**src/rtl/sil_pkg.sv**
```systemverilog
`default_nettype none

package sil_pkg;

	// one classified beat passed from the front to the back
	typedef struct packed {
		logic signed [31:0] value;
		logic               refused;
	} sil_item_t;

	// back-end sequencer states
	typedef enum logic {
		B_IDLE,
		B_EMIT
	} sil_back_state_t;

endpackage

`default_nettype wire

```
**src/rtl/sil_front.sv**
```systemverilog
`default_nettype none

module sil_front
	import sil_pkg::*;
#(
	parameter int CAPACITY = 16
) (
	input  wire logic               clk,
	input  wire logic               arst_n,
	input  wire logic               in_valid,
	output logic                    in_ready,
	input  wire logic signed [31:0] new_value,
	output logic                    item_valid,
	input  wire logic               item_ready,
	output sil_item_t               item
);

	localparam int CW = $clog2(CAPACITY + 1);

	logic          hold_valid_q;
	sil_item_t     hold_q;
	logic [CW-1:0] fill_q;
	logic          full;

	// track the fill level the back will see; every beat adds one until full
	assign full = (fill_q == CW'(CAPACITY));

	assign in_ready   = !hold_valid_q || item_ready;
	assign item_valid = hold_valid_q;
	assign item       = hold_q;

	// hold a classified beat until the queue takes it
	always_ff @(posedge clk or negedge arst_n) begin
		if (!arst_n) begin
			hold_valid_q <= 1'b0;
			fill_q       <= '0;
		end else begin
			if (in_valid && in_ready) begin
				hold_valid_q <= 1'b1;
				if (!full) begin
					fill_q <= fill_q + CW'(1);
				end
			end else if (item_ready) begin
				hold_valid_q <= 1'b0;
			end
		end
	end

	// classify the beat: refuse when the list is already full
	always_ff @(posedge clk) begin
		if (in_valid && in_ready) begin
			hold_q.value   <= new_value;
			hold_q.refused <= full;
		end
	end

endmodule

`default_nettype wire

```
**src/rtl/sil_queue.sv**
```systemverilog
`default_nettype none

module sil_queue
	import sil_pkg::*;
(
	input  wire logic      clk,
	input  wire logic      arst_n,
	input  wire logic      wr_valid,
	output logic           wr_ready,
	input  wire sil_item_t wr_item,
	output logic           rd_valid,
	input  wire logic      rd_ready,
	output sil_item_t      rd_item
);

	sil_item_t  slot_q [2];
	logic       wr_ptr_q;
	logic       rd_ptr_q;
	logic [1:0] used_q;
	logic       push;
	logic       pop;

	assign wr_ready = (used_q != 2'd2);
	assign rd_valid = (used_q != 2'd0);
	assign rd_item  = slot_q[rd_ptr_q];
	assign push     = wr_valid && wr_ready;
	assign pop      = rd_valid && rd_ready;

	// advance pointers and occupancy
	always_ff @(posedge clk or negedge arst_n) begin
		if (!arst_n) begin
			wr_ptr_q <= 1'b0;
			rd_ptr_q <= 1'b0;
			used_q   <= 2'd0;
		end else begin
			if (push) begin
				wr_ptr_q <= ~wr_ptr_q;
			end
			if (pop) begin
				rd_ptr_q <= ~rd_ptr_q;
			end
			if (push && !pop) begin
				used_q <= used_q + 2'd1;
			end else if (pop && !push) begin
				used_q <= used_q - 2'd1;
			end
		end
	end

	// store the incoming beat
	always_ff @(posedge clk) begin
		if (push) begin
			slot_q[wr_ptr_q] <= wr_item;
		end
	end

endmodule

`default_nettype wire

```
**src/rtl/sil_back.sv**
```systemverilog
`default_nettype none

module sil_back
	import sil_pkg::*;
#(
	parameter int CAPACITY = 16
) (
	input  wire logic               clk,
	input  wire logic               arst_n,
	input  wire logic               item_valid,
	output logic                    item_ready,
	input  wire sil_item_t          item,
	output logic                    out_valid,
	input  wire logic               out_ready,
	output logic signed [31:0]      entry_value,
	output logic        [3:0]       entry_position,
	output logic                    last_entry,
	output logic                    insert_refused
);

	localparam int CW = $clog2(CAPACITY + 1);

	sil_back_state_t    state_q;
	sil_back_state_t    state_d;
	logic signed [31:0] cell_q    [CAPACITY];
	logic signed [31:0] ins_d     [CAPACITY];
	logic signed [31:0] rot_d     [CAPACITY];
	logic [CAPACITY-1:0] le;
	logic [CW-1:0]      count_q;
	logic [CW-1:0]      emit_q;
	logic [CW-1:0]      last_idx;
	logic [CW+3:0]      emit_ext;
	logic               refused_q;
	logic               pop;
	logic               insert_en;
	logic               rotate_en;
	logic               is_last;

	assign last_idx = count_q - CW'(1);
	assign is_last  = (emit_q == last_idx);
	assign emit_ext = {4'b0000, emit_q};

	assign entry_value    = cell_q[0];
	assign entry_position = emit_ext[3:0];
	assign last_entry     = is_last;
	assign insert_refused = refused_q;

	// per-cell insert and rotate candidates
	for (genvar i = 0; i < CAPACITY; i++) begin : g_cell
		assign le[i] = (CW'(i) < count_q) && (cell_q[i] <= item.value);

		if (i == 0) begin : g_first
			assign ins_d[i] = le[i] ? cell_q[i] : item.value;
		end else begin : g_rest
			assign ins_d[i] = le[i] ? cell_q[i] : (le[i-1] ? item.value : cell_q[i-1]);
		end

		if (i < CAPACITY - 1) begin : g_inner
			assign rot_d[i] = (CW'(i) == last_idx) ? cell_q[0] :
				((CW'(i) < last_idx) ? cell_q[i+1] : cell_q[i]);
		end else begin : g_top
			assign rot_d[i] = (CW'(i) == last_idx) ? cell_q[0] : cell_q[i];
		end
	end

	// next state and handshake outputs
	always_comb begin
		state_d    = state_q;
		item_ready = 1'b0;
		out_valid  = 1'b0;
		pop        = 1'b0;
		rotate_en  = 1'b0;
		case (state_q)
			B_IDLE: begin
				item_ready = 1'b1;
				if (item_valid) begin
					pop     = 1'b1;
					state_d = B_EMIT;
				end
			end
			B_EMIT: begin
				out_valid = 1'b1;
				if (out_ready) begin
					rotate_en = 1'b1;
					if (is_last) begin
						state_d = B_IDLE;
					end
				end
			end
			default: begin
				state_d = B_IDLE;
			end
		endcase
	end

	assign insert_en = pop && !item.refused;

	// state, fill count and emission index
	always_ff @(posedge clk or negedge arst_n) begin
		if (!arst_n) begin
			state_q <= B_IDLE;
			count_q <= '0;
			emit_q  <= '0;
		end else begin
			state_q <= state_d;
			if (insert_en) begin
				count_q <= count_q + CW'(1);
			end
			if (pop) begin
				emit_q <= '0;
			end else if (rotate_en) begin
				emit_q <= emit_q + CW'(1);
			end
		end
	end

	// insert in one step; rotate the filled cells once per beat out
	always_ff @(posedge clk) begin
		if (pop) begin
			refused_q <= item.refused;
		end
		for (int i = 0; i < CAPACITY; i++) begin
			if (insert_en) begin
				cell_q[i] <= ins_d[i];
			end else if (rotate_en) begin
				cell_q[i] <= rot_d[i];
			end
		end
	end

endmodule

`default_nettype wire

```
**src/rtl/sorted_insert_list.sv**
```systemverilog
`default_nettype none

// Channel | Signals                                             | Direction
// input   | in_valid, in_ready, new_value                       | in
// output  | out_valid, out_ready, entry_value, entry_position,  | out
//         | last_entry, insert_refused                          |
//
// Each item is inserted in one step, then listed one stored entry per output beat
// (entry count, at most CAPACITY); listing runs by rotating the cell row.
// A two-beat queue plus a front holding register let input beats arrive while
// a listing is still going out; the input stalls only when both are occupied.
// Reset empties the list; cell contents are not cleared.
// An output stall holds the current beat and pauses the rotation.
module sorted_insert_list
	import sil_pkg::*;
#(
	parameter int CAPACITY = 16
) (
	input  wire logic               clk,
	input  wire logic               arst_n,
	input  wire logic               in_valid,
	output logic                    in_ready,
	input  wire logic signed [31:0] new_value,
	output logic                    out_valid,
	input  wire logic               out_ready,
	output logic signed [31:0]      entry_value,
	output logic        [3:0]       entry_position,
	output logic                    last_entry,
	output logic                    insert_refused
);

	sil_item_t f_item;
	logic      f_valid;
	logic      f_ready;
	sil_item_t b_item;
	logic      b_valid;
	logic      b_ready;

	// accept and classify
	sil_front #(
		.CAPACITY(CAPACITY)
	) u_front (
		.clk        (clk),
		.arst_n     (arst_n),
		.in_valid   (in_valid),
		.in_ready   (in_ready),
		.new_value  (new_value),
		.item_valid (f_valid),
		.item_ready (f_ready),
		.item       (f_item)
	);

	// decouple front and back
	sil_queue u_queue (
		.clk      (clk),
		.arst_n   (arst_n),
		.wr_valid (f_valid),
		.wr_ready (f_ready),
		.wr_item  (f_item),
		.rd_valid (b_valid),
		.rd_ready (b_ready),
		.rd_item  (b_item)
	);

	// insert and list
	sil_back #(
		.CAPACITY(CAPACITY)
	) u_back (
		.clk            (clk),
		.arst_n         (arst_n),
		.item_valid     (b_valid),
		.item_ready     (b_ready),
		.item           (b_item),
		.out_valid      (out_valid),
		.out_ready      (out_ready),
		.entry_value    (entry_value),
		.entry_position (entry_position),
		.last_entry     (last_entry),
		.insert_refused (insert_refused)
	);

endmodule

`default_nettype wire

```
**config.mk**
```make
export PLATFORM = sky130hd
export DESIGN_NAME = sorted_insert_list
export DESIGN_NICKNAME = d
export VERILOG_FILES = /design/src/rtl/sil_pkg.sv /design/src/rtl/sil_front.sv /design/src/rtl/sil_queue.sv /design/src/rtl/sil_back.sv /design/src/rtl/sorted_insert_list.sv
export SDC_FILE = /design/constraint.sdc
export NUM_CORES = 2
export LEC_CHECK = 0
export ABC_CLOCK_PERIOD_IN_PS = 8800
export BUFFER_PORTS_ARGS = -buffer_cell sky130_fd_sc_hd__buf_2
export CAP_MARGIN = 30
export CORE_MARGIN = 2
export CORE_UTILIZATION = 45
export DETAILED_ROUTE_END_ITERATION = 7
export SLEW_MARGIN = 10
export SYNTH_ARGS = -nofsm -noshare
export SYNTH_HDL_FRONTEND = slang
export SYNTH_SLANG_ARGS = --single-unit
export TNS_END_PERCENT = 20
```
**constraint.sdc**
```tcl
create_clock -name clk -period 8.8 [get_ports clk]
set_input_delay 0.88 -clock clk [delete_from_list [all_inputs] [get_ports clk]]
set_output_delay 0.88 -clock clk [all_outputs]
set_load 0.005 [all_outputs]
```
==> impl_metrics.env <==
export IMPL_synth_nets=5093
export IMPL_hp_class="in2async"
export IMPL_hpwl_um=130000
export IMPL_die_y_um=322.3
export IMPL_ctsHtreeMaxLevel=3
export IMPL_syn_area_mm2=0.04559
export IMPL_synth_ff_type="edfxtp_1"
export IMPL_pin_count=76
export IMPL_antenna_found_initial=6
export IMPL_viasPerCell=6.824
export IMPL_fin_nets=4987
export IMPL_clkSlewWorstSetupHoldPaths_ns=0.06
export IMPL_cts_tree="yes"
export IMPL_die_w_um=322.3
export IMPL_drtIter0Drc=5738
export IMPL_power_leakage_nw=18.55
export IMPL_synth_common_cells="612 x edfxtp_1, 521 x ha_1, 413 x a21oi_1, 389 x nor2_1, 363 x nand2_1"
export IMPL_path_max_fanout=26
export IMPL_grt_pass1_vias=36554
export IMPL_period_needed_ns=6.180
export IMPL_drive_gt1_share_pct=10.98
export IMPL_grt_max_degree=192
export IMPL_clock_sinks=633
export IMPL_die_area_mm2=0.1039
export IMPL_synth_simple_area_share_pct=13.50
export IMPL_grtUsageTotal_pct=35.83
export IMPL_setup_violations=0
export IMPL_cts_resized=0
export IMPL_syn_avg_cell_area_um2=10.05
export IMPL_clkLatencyLatePin_ns=0.67
export IMPL_synth_top_area_share_pct=40.31
export IMPL_coreArea_mm2=0.1003
export IMPL_remaining_drc_errors=0
export IMPL_areaGrowthSynthToFinish_pct=9.143
export IMPL_synth_top_family_by_area="compound AO/OA/AOI/OAI gates"
export IMPL_portBuffers=75
export IMPL_cp_data_arrival_time_ns=6.46
export IMPL_wl_per_cell_um=32.33
export IMPL_synthArstFlopShare_pct=3.318
export IMPL_post_route_period_util_pct=70.23
export IMPL_skew_ns=0.03721
export IMPL_ctsLongestPathBuffers=3
export IMPL_synthMuxAreaShare_pct=9.519
export IMPL_cap_violations=0
export IMPL_worstMarginPinSlew_ns=1.122
export IMPL_syn_inst=4536
export IMPL_cts_buffers=75
export IMPL_yosys_top_cells_area="edfxtp_1 40%, ha_1 14%, mux2i_1 5.7%"
export IMPL_crit_type="reg2reg"
export IMPL_hold_violations=0
export IMPL_cts_setup_buffers=0
export IMPL_final_max_slew_violation_count=0
export IMPL_yosys_warnings=0
export IMPL_status="complete, no violations"
export IMPL_final_cells=5847
export IMPL_synth_edf_count=612
export IMPL_utilization_pct=49.61
export IMPL_firstDrtPassIters=6
export IMPL_placed_cells=5705
export IMPL_total_power_mw=12.59
export IMPL_start_util_pct=45.45
export IMPL_setup_tns_ns=0
export IMPL_cp_start_kind="flop"
export IMPL_wirelength_um=189000
export IMPL_max_freq_mhz=161.8
export IMPL_ant_nets=0
export IMPL_rsz0062_at_grt="false"
export IMPL_grt_overflow_total=0
export IMPL_yosysMostFrequentCell="edfxtp_1"
export IMPL_synth_seq_area_share_pct=41.47
export IMPL_rows=116
export IMPL_slew_headroom_pct=24.41
export IMPL_crit_path_end_kind="flop"
export IMPL_place_congestion=1.007
export IMPL_cts_hold_fix_buffers=0
export IMPL_via_count=39901
export IMPL_grt_pass1_wl_um=268300
export IMPL_synth_xor_area_share_pct=0.4611
export IMPL_synth_compound_area_share_pct=16.41
export IMPL_synth_seq_cells=633
export IMPL_power_density_mw_per_mm2=253.0
export IMPL_synth_fa_ha_area_share_pct=14.30
export IMPL_peakVddDrop_mv=0.2306
export IMPL_cp_required_ns=9.08
export IMPL_ctsRootBufferMaster="clkbuf_16"
export IMPL_yosysTopAreaCell="edfxtp_1"
export IMPL_synthDistinctLibCells=70
power breakdown:
group	internal (mW)	switching (mW)	leakage, nW	total, mW
Combinational	1.57	3.19	11.1	4.76
Sequential	3.98	0.578	6.24	4.56
Clock	1.86	1.40	1.18	3.27
layer usage:
layer / up-vias / GRT usage, % / share of wire [%]
met5: - / 0 / 0.022
met4: 6 / 16.38 / 5.0
met3: 460 / 11.15 / 13
met2: 2736 / 51.19 / 41
met1: 19354 / 49.40 / 40
li1: 17345 / - / -
flip-flops by register name, summed over array words and instances (netlist names), 2 cells and up:
signal / flops
u_back.cell_q: 512
u_front.item: 33
u_back.count_q: 5
u_queue.used_q: 2
u_front.fill_q: 5
u_back.emit_q: 5
u_queue.slot_q: 66
worst max-delay path, cell delays in order, from the launching register on:
cell and delay [ns]:
dfrtp_2 0.55, buf_4 0.34, mux2i_1 0.65, clkinv_1 1.01, ha_1 0.54, nor2b_1 0.11, o211ai_1 0.17, a2111o_1 0.41
a21oi_1 0.14, o21ai_0 0.13, o211ai_1 0.13, nor2_1 0.11, a221oi_4 0.72, buf_4 0.74
final timing paths:
check | slack (ns) | endpoint | startpoint | cells past startpoint
worst max register to register | 2.62 | u_back.cell_q[1][5] | u_queue.rd_ptr_q | 13
max in group asynchronous | 8.18 | u_queue.rd_ptr_q | arst_n | 1
worst min-delay path | 0.22 | u_front.item_valid | arst_n | 1
min in group clk | 0.39 | u_front.item[29] | new_value[28] | 1
worst max-delay path | 2.62 | u_back.cell_q[1][5] | u_queue.rd_ptr_q | 13
worst min register to register | 0.44 | u_queue.slot_q[1][21] | u_front.item[21] | 0
logic make-up (layout without fill, tap and decap cells):
group | count (synthesis) | in the layout
compound gates | 1144 | 1144
mux | 414 | 414
other cells | 0 | 2
simple gates | 1344 | 1344
xor+xnor | 24 | 24
flops | 633 | 633
fa+ha+maj | 521 | 521
buf+inv | 456 | 408
stage by stage:
step                hold slack (ns)  cell area, µm²  setup WS (ns)
floorplan                    0.4215           45590          2.489
global placement             0.4237           47020          2.685
detailed placement           0.4317           47230          2.843
CTS                          0.2129           49680          2.815
global route                 0.2526           49750          2.437
finish                       0.2241           49750          2.620
cell type report:
cell class                      instances  area [µm²]
Tap cell                             1357        1698
Inverter                              105       394.1
Clock buffer                           92        1972
Sequential cell                       633       18900
Clock inverter                         43       480.5
Antenna cell                            2       5.005
Fill cell                            9196       50540
Timing Repair Buffer                  168        1269
Multi-Input combinational cell       3447       25030
cells in the final DEF, fill, tap and decap left out, types with 7 or more instances in the layout:
master     instances
mux2i_1          258
and3_1             7
a211oi_1          23
nor2_1           382
a21boi_0           7
a2111oi_0          8
nand2_2           11
dfrtp_1           20
o21a_1            11
mux2_2           156
o21ai_1           36
o211ai_1          27
buf_4             76
edfxtp_1         612
nor2_4             8
clkbuf_16         76
nor2b_1           21
nand3_1          321
nand2_1          348
a221oi_1          70
ha_1             521
inv_1            104
clkinv_2          10
a21o_1            37
xor2_1            10
nand4_1          120
buf_2             77
a21oi_1          413
nor3_1            62
nand2b_1           7
xnor2_1           14
nor4_1            14
bufinv_16          9
or4_1              7
clkinv_1          14
clkbuf_1          15
o21ai_0          188
o221ai_1         255
o311ai_0           7
No activity file was read; power rests on OpenSTA's default activity.
